File: config.mk
export PLATFORM = sky130hd
export DESIGN_NAME = binary_descriptor_ratio_matcher_core_flat
export DESIGN_NICKNAME = d
export VERILOG_FILES = /design/src/design/bdrm_pkg.sv /design/src/design/bdrm_if.sv /design/src/design/binary_descriptor_ratio_matcher_core.sv /design/src/design/bdrm_ram.sv /design/src/flat_wrapper.sv
export VERILOG_INCLUDE_DIRS = /design/src /design/src/design
export SDC_FILE = /design/constraint.sdc
export NUM_CORES = 2
export LEC_CHECK = 0
export BUFFER_PORTS_ARGS = -buffer_cell sky130_fd_sc_hd__buf_2
export CORE_ASPECT_RATIO = 0.5
export CORE_MARGIN = 5
export CORE_UTILIZATION = 60
export CTS_CLUSTER_SIZE = 25
export DETAILED_ROUTE_END_ITERATION = 8
export PLACE_DENSITY = 0.77
export SYNTH_ARGS = -nofsm -noshare
export SYNTH_HDL_FRONTEND = slang
export SYNTH_SLANG_ARGS = --single-unit
File: constraint.sdc
create_clock -name clk_i -period 44.4 [get_ports clk_i]
set_input_delay 8.88 -clock clk_i [delete_from_list [all_inputs] [get_ports clk_i]]
set_output_delay 8.88 -clock clk_i [all_outputs]
set_load 0.05 [all_outputs]
File: src/design/binary_descriptor_ratio_matcher_core_defines.svh
// assertion macros for the descriptor ratio matcher
// expects clk_i and rst_ni in the scope of each use
`ifndef BINARY_DESCRIPTOR_RATIO_MATCHER_CORE_DEFINES_SVH
`define BINARY_DESCRIPTOR_RATIO_MATCHER_CORE_DEFINES_SVH

// same-cycle implication
`define BDRM_ASSERT_IMP(lbl, ante, cons) \
  lbl: assert property (@(posedge clk_i) disable iff (!rst_ni) (ante) |-> (cons)) \
    else $error("bdrm check failed");

// next-cycle implication
`define BDRM_ASSERT_NEXT(lbl, ante, cons) \
  lbl: assert property (@(posedge clk_i) disable iff (!rst_ni) (ante) |=> (cons)) \
    else $error("bdrm check failed");

`endif

File: src/design/bdrm_pkg.sv
// shared types, widths and constants of the descriptor ratio matcher
// no dependencies
`default_nettype none

package bdrm_pkg;

  localparam int unsigned DESC_BITS = 256;
  localparam int unsigned WORD_W    = 64;
  localparam int unsigned NUM_WORDS = DESC_BITS / WORD_W;
  localparam int unsigned CMD_W     = 2;
  localparam int unsigned ANGLE_W   = 13;
  localparam int unsigned IDX_W     = 11;
  localparam int unsigned DIST_W    = 9;
  localparam int unsigned CNT_W     = 12;
  localparam int unsigned CFG_W     = 9;
  localparam int unsigned CFG_IDX_W = 2;
  localparam int unsigned POP_W     = 7;
  localparam int unsigned PROD_W    = 2 * CFG_W;

  localparam logic [DIST_W-1:0]  DIST_NONE   = DIST_W'(256);
  localparam logic [CNT_W-1:0]   COUNT_MAX   = CNT_W'(4095);
  localparam logic [ANGLE_W-1:0] ANGLE_FULL  = ANGLE_W'(5760);
  localparam logic [ANGLE_W-1:0] ANGLE_HALF  = ANGLE_W'(2880);
  localparam logic [ANGLE_W-1:0] ANGLE_LIMIT = ANGLE_W'(480);

  localparam logic [CFG_W-1:0] RESET_RATIO  = CFG_W'(179);
  localparam logic [CFG_W-1:0] RESET_THRESH = CFG_W'(50);

  typedef enum logic [CMD_W-1:0] {
    CMD_CLEAR = 2'd0,
    CMD_QUERY = 2'd1,
    CMD_CAND  = 2'd2
  } cmd_e;

  typedef enum logic [CFG_IDX_W-1:0] {
    CFG_ORIENT = 2'd0,
    CFG_RATIO  = 2'd1,
    CFG_THRESH = 2'd2
  } cfg_idx_e;

  function automatic logic [POP_W-1:0] pop64(input logic [WORD_W-1:0] x);
    logic [POP_W-1:0] n;
    n = '0;
    for (int i = 0; i < WORD_W; i++) begin
      n = n + POP_W'(x[i]);
    end
    return n;
  endfunction

endpackage

`default_nettype wire

File: src/design/bdrm_if.sv
// input and result channel interfaces of the descriptor ratio matcher
// depends on bdrm_pkg
`default_nettype none

interface bdrm_in_if import bdrm_pkg::*; ();
  logic               valid;
  logic               ready;
  logic [CMD_W-1:0]   command;
  logic [WORD_W-1:0]  desc_word0;
  logic [WORD_W-1:0]  desc_word1;
  logic [WORD_W-1:0]  desc_word2;
  logic [WORD_W-1:0]  desc_word3;
  logic [ANGLE_W-1:0] keypoint_angle;
  logic [IDX_W-1:0]   keypoint_index;
  logic               usable;
  logic               last_item;

  modport source (
    output valid, command, desc_word0, desc_word1, desc_word2, desc_word3,
    output keypoint_angle, keypoint_index, usable, last_item,
    input  ready
  );

  modport sink (
    input  valid, command, desc_word0, desc_word1, desc_word2, desc_word3,
    input  keypoint_angle, keypoint_index, usable, last_item,
    output ready
  );
endinterface

interface bdrm_out_if import bdrm_pkg::*; ();
  logic              valid;
  logic              ready;
  logic              match_found;
  logic [IDX_W-1:0]  best_index;
  logic [DIST_W-1:0] best_distance;
  logic [CNT_W-1:0]  match_total;

  modport source (
    output valid, match_found, best_index, best_distance, match_total,
    input  ready
  );

  modport sink (
    input  valid, match_found, best_index, best_distance, match_total,
    output ready
  );
endinterface

`default_nettype wire

File: src/design/binary_descriptor_ratio_matcher_core.sv
// a result passes the stage 1, stage 2 and stage 3 registers into the output register
// throughput: one item per cycle while no clear or sweep is pending and the output
// is not stalled, set by the used-map ram read-modify-write and the tracker update
// a clear command blocks input until a sweep over all MAX_KEYPOINTS entries zeroes the map
// reset: async active low; the same sweep over all MAX_KEYPOINTS entries runs after reset
`default_nettype none
`include "binary_descriptor_ratio_matcher_core_defines.svh"

module binary_descriptor_ratio_matcher_core import bdrm_pkg::*; #(
  parameter int unsigned MAX_KEYPOINTS = 2048
) (
  input  wire logic                 clk_i,
  input  wire logic                 rst_ni,
  bdrm_in_if.sink                   in_i,
  bdrm_out_if.source                out_o,
  input  wire logic                 cfg_we_i,
  input  wire logic [CFG_IDX_W-1:0] cfg_idx_i,
  input  wire logic [CFG_W-1:0]     cfg_data_i
);

  localparam int unsigned AW    = $clog2(MAX_KEYPOINTS);
  localparam int unsigned EXT_W = ((AW > IDX_W) ? AW : IDX_W) + 1;
  localparam int unsigned SA_W  = ANGLE_W + 2;

  localparam logic [EXT_W-1:0]       KEY_LIMIT  = EXT_W'(MAX_KEYPOINTS);
  localparam logic [AW-1:0]          SWEEP_LAST = AW'(MAX_KEYPOINTS - 1);
  localparam logic signed [SA_W-1:0] FULL_S     = $signed(SA_W'(ANGLE_FULL));
  localparam logic signed [SA_W-1:0] HALF_S     = $signed(SA_W'(ANGLE_HALF));
  localparam logic signed [SA_W-1:0] LIMIT_S    = $signed(SA_W'(ANGLE_LIMIT));

  // configuration
  logic             orient_q;
  logic [CFG_W-1:0] ratio_q;
  logic [CFG_W-1:0] thresh_q;

  always_ff @(posedge clk_i or negedge rst_ni) begin
    if (!rst_ni) begin
      orient_q <= 1'b1;
      ratio_q  <= RESET_RATIO;
      thresh_q <= RESET_THRESH;
    end else if (cfg_we_i) begin
      unique case (cfg_idx_i)
        CFG_ORIENT: orient_q <= cfg_data_i[0];
        CFG_RATIO:  ratio_q  <= cfg_data_i;
        CFG_THRESH: thresh_q <= cfg_data_i;
        default: ;
      endcase
    end
  end

  // control
  logic           adv;
  logic           in_ready;
  logic           accept;
  logic           sweep_q;
  logic           clear_pend_q;
  logic [AW-1:0]  sweep_cnt_q;
  logic           sweep_done;

  // stage 1: ram data present
  logic                s1_valid_q;
  logic [CMD_W-1:0]    s1_cmd_q;
  logic [WORD_W-1:0]   s1_word_q [NUM_WORDS];
  logic [ANGLE_W-1:0]  s1_angle_q;
  logic [IDX_W-1:0]    s1_idx_q;
  logic                s1_usable_q;
  logic                s1_last_q;

  // query state
  logic [WORD_W-1:0]   qdesc_q [NUM_WORDS];
  logic [ANGLE_W-1:0]  qangle_q;
  logic                qlive_q;

  // stage 2: popcounts done
  logic                s2_valid_q;
  logic                s2_clear_q;
  logic                s2_query_q;
  logic                s2_score_q;
  logic                s2_dec_q;
  logic [IDX_W-1:0]    s2_idx_q;
  logic [POP_W-1:0]    s2_pop_q [NUM_WORDS];

  // trackers
  logic [DIST_W-1:0]   best_q;
  logic [DIST_W-1:0]   second_q;
  logic [IDX_W-1:0]    slot_q;
  logic                seen_q;

  // stage 3: decision
  logic                s3_valid_q;
  logic                s3_clear_q;
  logic                s3_dec_q;
  logic [DIST_W-1:0]   s3_best_q;
  logic [DIST_W-1:0]   s3_second_q;
  logic [IDX_W-1:0]    s3_slot_q;
  logic                s3_seen_q;

  logic [CNT_W-1:0]    cnt_q;
  logic [CNT_W-1:0]    cnt_d;

  logic                wlast_valid_q;
  logic [IDX_W-1:0]    wlast_idx_q;

  logic                out_valid_q;
  logic                out_found_q;
  logic [IDX_W-1:0]    out_index_q;
  logic [DIST_W-1:0]   out_dist_q;
  logic [CNT_W-1:0]    out_total_q;

  // ram
  logic                ram_we;
  logic [AW-1:0]       ram_waddr;
  logic                ram_wdata;
  logic [AW-1:0]       ram_raddr;
  logic                ram_rdata;
  logic                dec_we;
  logic [EXT_W-1:0]    in_idx_ext;
  logic [EXT_W-1:0]    slot_ext;

  // decision
  logic                emit;
  logic                ok;
  logic [PROD_W-1:0]   prod;
  logic [PROD_W-1:0]   best_sh;

  assign emit    = s3_valid_q && s3_dec_q;
  assign adv     = !(emit && out_valid_q && !out_o.ready);
  assign in_ready = adv && !clear_pend_q && !sweep_q;
  assign accept  = in_i.valid && in_ready;
  assign in_i.ready = in_ready;

  assign prod    = PROD_W'(ratio_q) * PROD_W'(s3_second_q);
  assign best_sh = PROD_W'({s3_best_q, 8'b0});
  assign ok      = emit && s3_seen_q && (s3_best_q <= thresh_q) && (prod >= best_sh);
  assign dec_we  = adv && ok;

  assign in_idx_ext = EXT_W'(in_i.keypoint_index);
  assign slot_ext   = EXT_W'(s3_slot_q);
  assign ram_raddr  = in_idx_ext[AW-1:0];
  assign ram_we     = sweep_q || dec_we;
  assign ram_waddr  = sweep_q ? sweep_cnt_q : slot_ext[AW-1:0];
  assign ram_wdata  = !sweep_q;
  assign sweep_done = sweep_q && (sweep_cnt_q == SWEEP_LAST);

  bdrm_ram #(
    .WIDTH (1),
    .DEPTH (MAX_KEYPOINTS)
  ) u_used_map (
    .clk_i   (clk_i),
    .we_i    (ram_we),
    .waddr_i (ram_waddr),
    .wdata_i (ram_wdata),
    .re_i    (accept),
    .raddr_i (ram_raddr),
    .rdata_o (ram_rdata)
  );

  always_ff @(posedge clk_i or negedge rst_ni) begin
    if (!rst_ni) begin
      sweep_q       <= 1'b1;
      sweep_cnt_q   <= '0;
      clear_pend_q  <= 1'b0;
      wlast_valid_q <= 1'b0;
    end else begin
      if (accept && (in_i.command == CMD_CLEAR)) begin
        clear_pend_q <= 1'b1;
      end else if (sweep_done) begin
        clear_pend_q <= 1'b0;
      end
      if (adv && s3_valid_q && s3_clear_q) begin
        sweep_q     <= 1'b1;
        sweep_cnt_q <= '0;
      end else if (sweep_done) begin
        sweep_q <= 1'b0;
      end else if (sweep_q) begin
        sweep_cnt_q <= sweep_cnt_q + AW'(1);
      end
      if (sweep_q) begin
        wlast_valid_q <= 1'b0;
      end else if (dec_we) begin
        wlast_valid_q <= 1'b1;
      end
    end
  end

  always_ff @(posedge clk_i) begin
    if (dec_we) begin
      wlast_idx_q <= s3_slot_q;
    end
  end

  // stage 1 capture
  always_ff @(posedge clk_i or negedge rst_ni) begin
    if (!rst_ni) begin
      s1_valid_q <= 1'b0;
    end else if (adv) begin
      s1_valid_q <= accept;
    end
  end

  always_ff @(posedge clk_i) begin
    if (accept) begin
      s1_cmd_q     <= in_i.command;
      s1_word_q[0] <= in_i.desc_word0;
      s1_word_q[1] <= in_i.desc_word1;
      s1_word_q[2] <= in_i.desc_word2;
      s1_word_q[3] <= in_i.desc_word3;
      s1_angle_q   <= in_i.keypoint_angle;
      s1_idx_q     <= in_i.keypoint_index;
      s1_usable_q  <= in_i.usable;
      s1_last_q    <= in_i.last_item;
    end
  end

  // stage 1 logic: bitmap check, orientation, popcounts
  logic [ANGLE_W-1:0]     s1_angle_mod;
  logic signed [SA_W-1:0] diff_raw;
  logic signed [SA_W-1:0] diff_wrap;
  logic signed [SA_W-1:0] diff_abs;
  logic                   far;
  logic                   in_range;
  logic                   used;
  logic                   s1_score;
  logic [EXT_W-1:0]       s1_idx_ext;
  logic [POP_W-1:0]       s1_pop [NUM_WORDS];

  assign s1_angle_mod = (s1_angle_q >= ANGLE_FULL) ? (s1_angle_q - ANGLE_FULL) : s1_angle_q;
  assign diff_raw     = $signed(SA_W'(qangle_q)) - $signed(SA_W'(s1_angle_mod));

  always_comb begin
    priority if (diff_raw >= HALF_S) begin
      diff_wrap = diff_raw - FULL_S;
    end else if (diff_raw < -HALF_S) begin
      diff_wrap = diff_raw + FULL_S;
    end else begin
      diff_wrap = diff_raw;
    end
  end

  assign diff_abs   = (diff_wrap < 0) ? -diff_wrap : diff_wrap;
  assign far        = diff_abs > LIMIT_S;
  assign s1_idx_ext = EXT_W'(s1_idx_q);
  assign in_range   = s1_idx_ext < KEY_LIMIT;
  // marks still in flight or written on the read edge
  assign used       = ram_rdata || (ok && (s3_slot_q == s1_idx_q))
                      || (wlast_valid_q && (wlast_idx_q == s1_idx_q));
  assign s1_score   = (s1_cmd_q == CMD_CAND) && qlive_q && s1_usable_q && in_range
                      && !used && !(orient_q && far);

  always_comb begin
    for (int w = 0; w < NUM_WORDS; w++) begin
      s1_pop[w] = pop64(qdesc_q[w] ^ s1_word_q[w]);
    end
  end

  always_ff @(posedge clk_i or negedge rst_ni) begin
    if (!rst_ni) begin
      qlive_q <= 1'b0;
    end else if (adv && s1_valid_q) begin
      unique case (s1_cmd_q)
        CMD_CLEAR: qlive_q <= 1'b0;
        CMD_QUERY: qlive_q <= s1_usable_q && !s1_last_q;
        CMD_CAND:  qlive_q <= qlive_q && !s1_last_q;
        default: ;
      endcase
    end
  end

  always_ff @(posedge clk_i) begin
    if (adv && s1_valid_q && (s1_cmd_q == CMD_QUERY)) begin
      for (int w = 0; w < NUM_WORDS; w++) begin
        qdesc_q[w] <= s1_word_q[w];
      end
      qangle_q <= s1_angle_mod;
    end
  end

  always_ff @(posedge clk_i or negedge rst_ni) begin
    if (!rst_ni) begin
      s2_valid_q <= 1'b0;
    end else if (adv) begin
      s2_valid_q <= s1_valid_q;
    end
  end

  always_ff @(posedge clk_i) begin
    if (adv) begin
      s2_clear_q <= s1_cmd_q == CMD_CLEAR;
      s2_query_q <= s1_cmd_q == CMD_QUERY;
      s2_score_q <= s1_score;
      s2_dec_q   <= s1_last_q && ((s1_cmd_q == CMD_QUERY) || (s1_cmd_q == CMD_CAND));
      s2_idx_q   <= s1_idx_q;
      for (int w = 0; w < NUM_WORDS; w++) begin
        s2_pop_q[w] <= s1_pop[w];
      end
    end
  end

  // stage 2 logic: distance and tracker update
  logic [DIST_W-1:0] cand_dist;
  logic [DIST_W-1:0] best_d;
  logic [DIST_W-1:0] second_d;
  logic [IDX_W-1:0]  slot_d;
  logic              seen_d;

  assign cand_dist = DIST_W'(s2_pop_q[0]) + DIST_W'(s2_pop_q[1])
                   + DIST_W'(s2_pop_q[2]) + DIST_W'(s2_pop_q[3]);

  always_comb begin
    best_d   = best_q;
    second_d = second_q;
    slot_d   = slot_q;
    seen_d   = seen_q;
    if (s2_clear_q || s2_query_q) begin
      best_d   = DIST_NONE;
      second_d = DIST_NONE;
      slot_d   = '0;
      seen_d   = 1'b0;
    end else if (s2_score_q) begin
      if (cand_dist < best_q) begin
        second_d = best_q;
        best_d   = cand_dist;
        slot_d   = s2_idx_q;
        seen_d   = 1'b1;
      end else if (cand_dist < second_q) begin
        second_d = cand_dist;
      end
    end
  end

  always_ff @(posedge clk_i or negedge rst_ni) begin
    if (!rst_ni) begin
      best_q     <= DIST_NONE;
      second_q   <= DIST_NONE;
      slot_q     <= '0;
      seen_q     <= 1'b0;
      s3_valid_q <= 1'b0;
    end else if (adv) begin
      s3_valid_q <= s2_valid_q;
      if (s2_valid_q) begin
        if (s2_dec_q) begin
          best_q   <= DIST_NONE;
          second_q <= DIST_NONE;
          slot_q   <= '0;
          seen_q   <= 1'b0;
        end else begin
          best_q   <= best_d;
          second_q <= second_d;
          slot_q   <= slot_d;
          seen_q   <= seen_d;
        end
      end
    end
  end

  always_ff @(posedge clk_i) begin
    if (adv) begin
      s3_clear_q  <= s2_clear_q;
      s3_dec_q    <= s2_dec_q;
      s3_best_q   <= best_d;
      s3_second_q <= second_d;
      s3_slot_q   <= slot_d;
      s3_seen_q   <= seen_d;
    end
  end

  // stage 3: count and result register
  assign cnt_d = (ok && (cnt_q != COUNT_MAX)) ? (cnt_q + CNT_W'(1)) : cnt_q;

  always_ff @(posedge clk_i or negedge rst_ni) begin
    if (!rst_ni) begin
      cnt_q       <= '0;
      out_valid_q <= 1'b0;
    end else begin
      if (adv) begin
        if (s3_valid_q && s3_clear_q) begin
          cnt_q <= '0;
        end else begin
          cnt_q <= cnt_d;
        end
      end
      if (adv && emit) begin
        out_valid_q <= 1'b1;
      end else if (out_o.ready) begin
        out_valid_q <= 1'b0;
      end
    end
  end

  always_ff @(posedge clk_i) begin
    if (adv && emit) begin
      out_found_q <= ok;
      out_index_q <= ok ? s3_slot_q : '0;
      out_dist_q  <= s3_best_q;
      out_total_q <= cnt_d;
    end
  end

  assign out_o.valid         = out_valid_q;
  assign out_o.match_found   = out_found_q;
  assign out_o.best_index    = out_index_q;
  assign out_o.best_distance = out_dist_q;
  assign out_o.match_total   = out_total_q;

  `BDRM_ASSERT_IMP(a_sweep_blocks_input, sweep_q, !in_ready)
  `BDRM_ASSERT_IMP(a_no_mark_in_sweep, sweep_q, !dec_we)
  `BDRM_ASSERT_IMP(a_tracker_order, 1'b1, best_q <= second_q)
  `BDRM_ASSERT_IMP(a_seen_has_dist, seen_q, best_q != DIST_NONE)
  `BDRM_ASSERT_NEXT(a_count_grows, !(s3_valid_q && s3_clear_q), cnt_q >= $past(cnt_q))

endmodule

`default_nettype wire

File: src/design/bdrm_ram.sv
// generic simple dual-port ram, one write and one registered read port
// no dependencies
`default_nettype none

module bdrm_ram #(
  parameter int unsigned WIDTH = 1,
  parameter int unsigned DEPTH = 2048
) (
  input  wire logic                     clk_i,
  input  wire logic                     we_i,
  input  wire logic [$clog2(DEPTH)-1:0] waddr_i,
  input  wire logic [WIDTH-1:0]         wdata_i,
  input  wire logic                     re_i,
  input  wire logic [$clog2(DEPTH)-1:0] raddr_i,
  output logic      [WIDTH-1:0]         rdata_o
);

  logic [WIDTH-1:0] mem_q [DEPTH];
  logic [WIDTH-1:0] rdata_q;

  always_ff @(posedge clk_i) begin
    if (we_i) begin
      mem_q[waddr_i] <= wdata_i;
    end
    if (re_i) begin
      rdata_q <= mem_q[raddr_i];
    end
  end

  assign rdata_o = rdata_q;

endmodule

`default_nettype wire

File: src/flat_wrapper.sv
// flat-port wrapper written by rule: the top's interface ports become plain ports
module binary_descriptor_ratio_matcher_core_flat import bdrm_pkg::*;
#(
  parameter int unsigned MAX_KEYPOINTS = 2048
)
  (clk_i, rst_ni, cfg_we_i, cfg_idx_i, cfg_data_i, in_i_valid, in_i_command, in_i_desc_word0, in_i_desc_word1, in_i_desc_word2, in_i_desc_word3, in_i_keypoint_angle, in_i_keypoint_index, in_i_usable, in_i_last_item, in_i_ready, out_o_valid, out_o_match_found, out_o_best_index, out_o_best_distance, out_o_match_total, out_o_ready);
  bdrm_in_if in_i_i ();
  bdrm_out_if out_o_i ();
  input  wire logic clk_i;
  input  wire logic rst_ni;
  input  wire logic cfg_we_i;
  input  wire logic [CFG_IDX_W-1:0] cfg_idx_i;
  input  wire logic [CFG_W-1:0] cfg_data_i;
  input wire logic [$bits(in_i_i.valid)-1:0] in_i_valid;
  input wire logic [$bits(in_i_i.command)-1:0] in_i_command;
  input wire logic [$bits(in_i_i.desc_word0)-1:0] in_i_desc_word0;
  input wire logic [$bits(in_i_i.desc_word1)-1:0] in_i_desc_word1;
  input wire logic [$bits(in_i_i.desc_word2)-1:0] in_i_desc_word2;
  input wire logic [$bits(in_i_i.desc_word3)-1:0] in_i_desc_word3;
  input wire logic [$bits(in_i_i.keypoint_angle)-1:0] in_i_keypoint_angle;
  input wire logic [$bits(in_i_i.keypoint_index)-1:0] in_i_keypoint_index;
  input wire logic [$bits(in_i_i.usable)-1:0] in_i_usable;
  input wire logic [$bits(in_i_i.last_item)-1:0] in_i_last_item;
  output wire logic [$bits(in_i_i.ready)-1:0] in_i_ready;
  output wire logic [$bits(out_o_i.valid)-1:0] out_o_valid;
  output wire logic [$bits(out_o_i.match_found)-1:0] out_o_match_found;
  output wire logic [$bits(out_o_i.best_index)-1:0] out_o_best_index;
  output wire logic [$bits(out_o_i.best_distance)-1:0] out_o_best_distance;
  output wire logic [$bits(out_o_i.match_total)-1:0] out_o_match_total;
  input wire logic [$bits(out_o_i.ready)-1:0] out_o_ready;
  assign in_i_i.valid = in_i_valid;
  assign in_i_i.command = in_i_command;
  assign in_i_i.desc_word0 = in_i_desc_word0;
  assign in_i_i.desc_word1 = in_i_desc_word1;
  assign in_i_i.desc_word2 = in_i_desc_word2;
  assign in_i_i.desc_word3 = in_i_desc_word3;
  assign in_i_i.keypoint_angle = in_i_keypoint_angle;
  assign in_i_i.keypoint_index = in_i_keypoint_index;
  assign in_i_i.usable = in_i_usable;
  assign in_i_i.last_item = in_i_last_item;
  assign in_i_ready = in_i_i.ready;
  assign out_o_valid = out_o_i.valid;
  assign out_o_match_found = out_o_i.match_found;
  assign out_o_best_index = out_o_i.best_index;
  assign out_o_best_distance = out_o_i.best_distance;
  assign out_o_match_total = out_o_i.match_total;
  assign out_o_i.ready = out_o_ready;
  binary_descriptor_ratio_matcher_core #(.MAX_KEYPOINTS(MAX_KEYPOINTS)) u_core (.clk_i(clk_i), .rst_ni(rst_ni), .in_i(in_i_i), .out_o(out_o_i), .cfg_we_i(cfg_we_i), .cfg_idx_i(cfg_idx_i), .cfg_data_i(cfg_data_i));
endmodule
==> impl_results.html <==
<table>
<tr><th>Metric</th><th>Value</th></tr>
<tr><th colspan="2">Worst setup path</th></tr>
<tr><td>Library cell appearing most often on the critical path</td><td>buf_2</td></tr>
<tr><td>Slowest stage cell, crit path</td><td>buf_2</td></tr>
<tr><td>Crit path cell chain</td><td>buf_2 &gt; nand2b_1 &gt; nor2_1 &gt; buf_4 &gt; nor3_1 &gt; buf_2</td></tr>
<tr><td>Setup Crit Path Kind</td><td>input pin to output pin</td></tr>
<tr><td>Worst-path fanout max</td><td>13</td></tr>
<tr><td>Arrival time reported for the critical path endpoint</td><td>9.97 ns</td></tr>
<tr><td>Capturing element type of the critical path</td><td>output pin</td></tr>
<tr><td>Worst stage delay on the critical path</td><td>0.34 ns</td></tr>
<tr><td>CP startpoint kind</td><td>input pin</td></tr>
<tr><td>Required time of the critical path</td><td>35.52 ns</td></tr>
<tr><th colspan="2">STA</th></tr>
<tr><td>Number of hold-slack violations in the final timing report</td><td>0</td></tr>
<tr><td>Worst hold slack</td><td>0.4331 ns</td></tr>
<tr><td>Worst slew margin relative to its limit</td><td>0.1252</td></tr>
<tr><td>Unrepaired setup endpoints after global routing</td><td>false</td></tr>
<tr><td>Number of slew-limit violations in the final report</td><td>0</td></tr>
<tr><td>Min cycle time layout</td><td>18.85 ns</td></tr>
<tr><td>Slew @ Worst Pin</td><td>1.311 ns</td></tr>
<tr><td>Post-route clock skew</td><td>0.1060 ns</td></tr>
<tr><td>Fmax</td><td>0.05306 GHz</td></tr>
<tr><td>Final setup TNS</td><td>0 ns</td></tr>
<tr><td>Number of setup violations in the final report</td><td>0</td></tr>
<tr><td>Final critical-path share of the clock period</td><td>0.4245</td></tr>
<tr><th colspan="2">Floorplanning</th></tr>
<tr><td>Initial core utilization</td><td>0.6039</td></tr>
<tr><td>Overall die height</td><td>338.4 µm</td></tr>
<tr><td>Cell row count</td><td>120</td></tr>
<tr><td>Core Region</td><td>0.2143 mm²</td></tr>
<tr><td>Die extent in x</td><td>666.7 µm</td></tr>
<tr><td>Full die area</td><td>0.2256 mm²</td></tr>
<tr><td>Top-level port count</td><td>335</td></tr>
<tr><th colspan="2">Route</th></tr>
<tr><td>Routed via count</td><td>75030</td></tr>
<tr><td>Wire length per cell after detailed routing</td><td>28.29 µm</td></tr>
<tr><td>Via count normalized by instance count</td><td>6.653</td></tr>
<tr><td>Final antenna-violating net count</td><td>0</td></tr>
<tr><td>Count of TritonRoute iterations in the first routing pass</td><td>8</td></tr>
<tr><td>Final wirelength</td><td>319.1 mm</td></tr>
<tr><td>Post-route DRC violation count</td><td>0</td></tr>
<tr><td>Iter 0 DRT Violations</td><td>11370</td></tr>
<tr><th colspan="2">Clock tree</th></tr>
<tr><td>Clock net sink count</td><td>2801</td></tr>
<tr><td>Max Root-Sink Buffers</td><td>4</td></tr>
<tr><td>Count of hold buffers inserted by post-cts repair</td><td>0</td></tr>
<tr><td>Clock latency of the later-clocked register in the worst-skew pair</td><td>0.92 ns</td></tr>
<tr><td>Resize count post-CTS</td><td>0</td></tr>
<tr><td>Post-CTS setup-driven buffer insertion count</td><td>0</td></tr>
<tr><td>Num CTS Buffers</td><td>236</td></tr>
<tr><td>TritonCTS clock tree</td><td>done</td></tr>
<tr><td>Level count of the clock H-tree</td><td>4</td></tr>
<tr><td>Clock-pin transition on the worst setup and hold timing paths</td><td>0.07 ns</td></tr>
<tr><td>Root buffer selected by CTS</td><td>clkbuf_16</td></tr>
<tr><th colspan="2">Cells and area</th></tr>
<tr><td>Final Non-Filler Cells</td><td>11280</td></tr>
<tr><td>Area growth from synthesis to final layout</td><td>8.416%</td></tr>
<tr><td>Share of layout cells above drive strength 1</td><td>0.1865</td></tr>
<tr><td>Final layout net count</td><td>8977</td></tr>
<tr><th colspan="2">Synthesis</th></tr>
<tr><td>Net count after synthesis</td><td>9107</td></tr>
<tr><td>Area share of the leading cell type in the synthesized netlist</td><td>0.6315</td></tr>
<tr><td>Prevailing post-synth register cell</td><td>edfxtp_1</td></tr>
<tr><td>Fraction of the yosys area taken by sequential cells</td><td>0.6471</td></tr>
<tr><td>Synth area leaders</td><td>edfxtp_1, mux4_2, nor3_1, fa_1, clkbuf_1</td></tr>
<tr><td>Netlist area before placement</td><td>0.1294 mm²</td></tr>
<tr><td>Post-synthesis average cell area</td><td>15.48 µm²</td></tr>
<tr><td>Area leader, netlist</td><td>edfxtp_1</td></tr>
<tr><td>Count of yosys warnings during synthesis</td><td>0</td></tr>
<tr><td>Synth unique cells</td><td>80</td></tr>
<tr><td>Number of register bits inferred by synthesis</td><td>2801</td></tr>
<tr><td>Post-synth EDFFs</td><td>2721</td></tr>
<tr><td>Post-synth ARST share</td><td>0.02856</td></tr>
<tr><td>Synthesized netlist cell count</td><td>8359</td></tr>
<tr><th colspan="2">Hold path</th></tr>
<tr><td>Path category of the worst min-delay check</td><td>flop to flop</td></tr>
<tr><th colspan="2">Power and ir drop</th></tr>
<tr><td>Leakage power total</td><td>46.73 nW</td></tr>
<tr><td>Maximum vdd drop</td><td>0.00004125 V</td></tr>
<tr><td>Ratio of total power to cell area</td><td>38.68 mW/mm²</td></tr>
<tr><th colspan="2">Global route</th></tr>
<tr><td>Global-route wire length before repair</td><td>474.9 mm</td></tr>
<tr><td>Maximum number of pins on one net before global-route repair</td><td>278</td></tr>
<tr><td>Total overflow reported by the global router</td><td>0</td></tr>
<tr><td>Total Routing Usage GR</td><td>0.2806</td></tr>
<tr><td>Initial antenna violation count</td><td>21</td></tr>
<tr><td>Via count of the first global-routing pass</td><td>74200</td></tr>
<tr><th colspan="2">Place</th></tr>
<tr><td>HPWL after detailed placement</td><td>174.1 mm</td></tr>
<tr><td>Placer's final routability congestion estimate</td><td>0.8354</td></tr>
<tr><td># port buffers</td><td>334</td></tr>
<tr><td>Placed Cells</td><td>10860</td></tr>
<tr><th colspan="2">Status</th></tr>
<tr><td>Result of the run</td><td>completed</td></tr>
<tr><th colspan="2">Flow run</th></tr>
<tr><td>Count of max-cap constraint violations</td><td>0</td></tr>
</table>
report_power, final:
group          leakage [nW]  internal [mW]  total, mW  switching, mW
Sequential             28.0           2.87       2.88         0.0139
Clock                  3.57           1.10       2.04          0.947
Combinational          15.2          0.134      0.498          0.364
Total                  46.7           4.10       5.43           1.32
sequential cells by signal (all words and copies together), names as in the netlist, 2 cells and up:
register	count
u_core.s3_best_q	9
u_core.out_o.best_distance	9
u_core.s2_pop_q	28
u_core.wlast_idx_q	11
u_core.s1_cmd_q	2
u_core.s1_idx_q	11
u_core.second_q	9
u_core.qdesc_q	256
u_core.qangle_q	13
u_core.out_o.best_index	11
u_core.s1_word_q	256
u_core.s3_second_q	9
u_core.slot_q	11
u_core.thresh_q	9
u_core.s2_idx_q	11
u_core.cnt_q	12
u_core.out_o.match_total	12
u_core.u_used_map.mem_q	2048
u_core.s3_slot_q	11
u_core.ratio_q	9
u_core.sweep_cnt_q	11
u_core.s1_angle_q	13
u_core.best_q	9
cells by family after synthesis:
| group | count (synthesis) | share of synthesized area |
|---|---|---|
| flops | 2801 | 0.6471 |
| simple gates | 2559 | 0.09786 |
| buf+inv | 1207 | 0.03502 |
| mux | 736 | 0.1231 |
| fa+ha+maj | 451 | 0.05958 |
| xor+xnor | 345 | 0.02361 |
| compound gates | 260 | 0.01371 |
synthesized netlist by cell type (11+ instances only):
| cell type | number |
|---|---|
| a21o_1 | 11 |
| a21oi_1 | 53 |
| a22o_1 | 25 |
| a31oi_1 | 12 |
| and2_1 | 51 |
| buf_1 | 77 |
| clkbuf_1 | 731 |
| dfrtp_1 | 68 |
| dfstp_2 | 12 |
| edfxtp_1 | 2721 |
| fa_1 | 276 |
| ha_1 | 172 |
| inv_1 | 396 |
| mux2_2 | 23 |
| mux2i_1 | 30 |
| mux4_2 | 682 |
| nand2_1 | 199 |
| nand2b_1 | 20 |
| nand3_1 | 22 |
| nand4_1 | 14 |
| nor2_1 | 161 |
| nor2b_1 | 17 |
| nor3_1 | 2010 |
| o21a_1 | 26 |
| o21ai_0 | 45 |
| o22ai_1 | 11 |
| or2_2 | 13 |
| xnor2_1 | 212 |
| xor2_1 | 130 |
layer usage:
layer / wire (µm) / global-route usage / share of wire
met5: 55 / 0 / 0.00017
met4: 10070 / 0.08281 / 0.032
met3: 44110 / 0.08634 / 0.14
met2: 145700 / 0.4207 / 0.46
met1: 119200 / 0.4029 / 0.37
final timing paths:
check	startpoint	end	slack (ns)	depth (start not counted)
hold / removal	u_core.s1_word_q[0][10]	u_core.qdesc_q[0][10]	0.43	0
min in group asynchronous	rst_ni	u_core.ratio_q[8]	7.85	1
setup reg to reg	u_core.ratio_q[5]	u_core.u_used_map.mem_q[1880]	33.68	32
max in group asynchronous	rst_ni	u_core.cnt_q[10]	35.41	2
setup / recovery	out_o_ready	in_i_ready	25.55	6
hold reg to reg	u_core.s1_word_q[0][10]	u_core.qdesc_q[0][10]	0.43	0
worst max-delay path: cells and delay by family:
family                 cells  cell delay, ns
buffers and inverters      3            0.62
and+or+nand+nor            3            0.47
stage by stage:
step | power (mW) | setup WS (ns) | utilization | area (µm²)
6_report | 5.426 | 25.55 | 0.6547 | 140300
5_1_grt | 5.578 | 25.50 | 0.6547 | 140300
4_1_cts | 5.433 | 25.56 | 0.6546 | 140300
3_5_place_dp | 3.428 | 25.57 | 0.6204 | 132900
3_3_place_gp | 3.424 | 25.59 | 0.6204 | 132900
2_1_floorplan | 3.205 | 5.468 | - | 129400
final cells by class:
class,instances,area (µm²)
flip-flops and latches,2801,83730
fillers,14420,73980
multi-input cells,4351,41480
clock buffers,296,6321
well taps,2867,3587
repair buffers,441,2629
inverters,398,1511
clock inverters,117,1007
diodes,7,17.52
placed cells by master, fill, tap and decap left out, types with 20 or more instances in the layout:
cell type  synthesis  final
edfxtp_1        2721   2721
nor3_1          2010   2010
mux4_2           682    682
inv_1            396    393
buf_2              1    328
fa_1             276    276
clkbuf_16          0    241
xnor2_1          212    208
ha_1             172    172
nand2_1          199    167
nor2_1           161    149
xor2_1           130    129
buf_4              0    100
dfrtp_1           68     68
a21oi_1           53     52
and2_1            51     51
clkinv_1           0     50
clkbuf_1         731     46
o21ai_0           45     45
nand2_4            0     32
mux2i_1           30     30
clkinv_2           0     30
o21a_1            26     26
a22o_1            25     25
mux2_2            23     23
nand3_1           22     22
nand2b_1          20     20
Note: power is estimated with default switching activity, not from simulation.
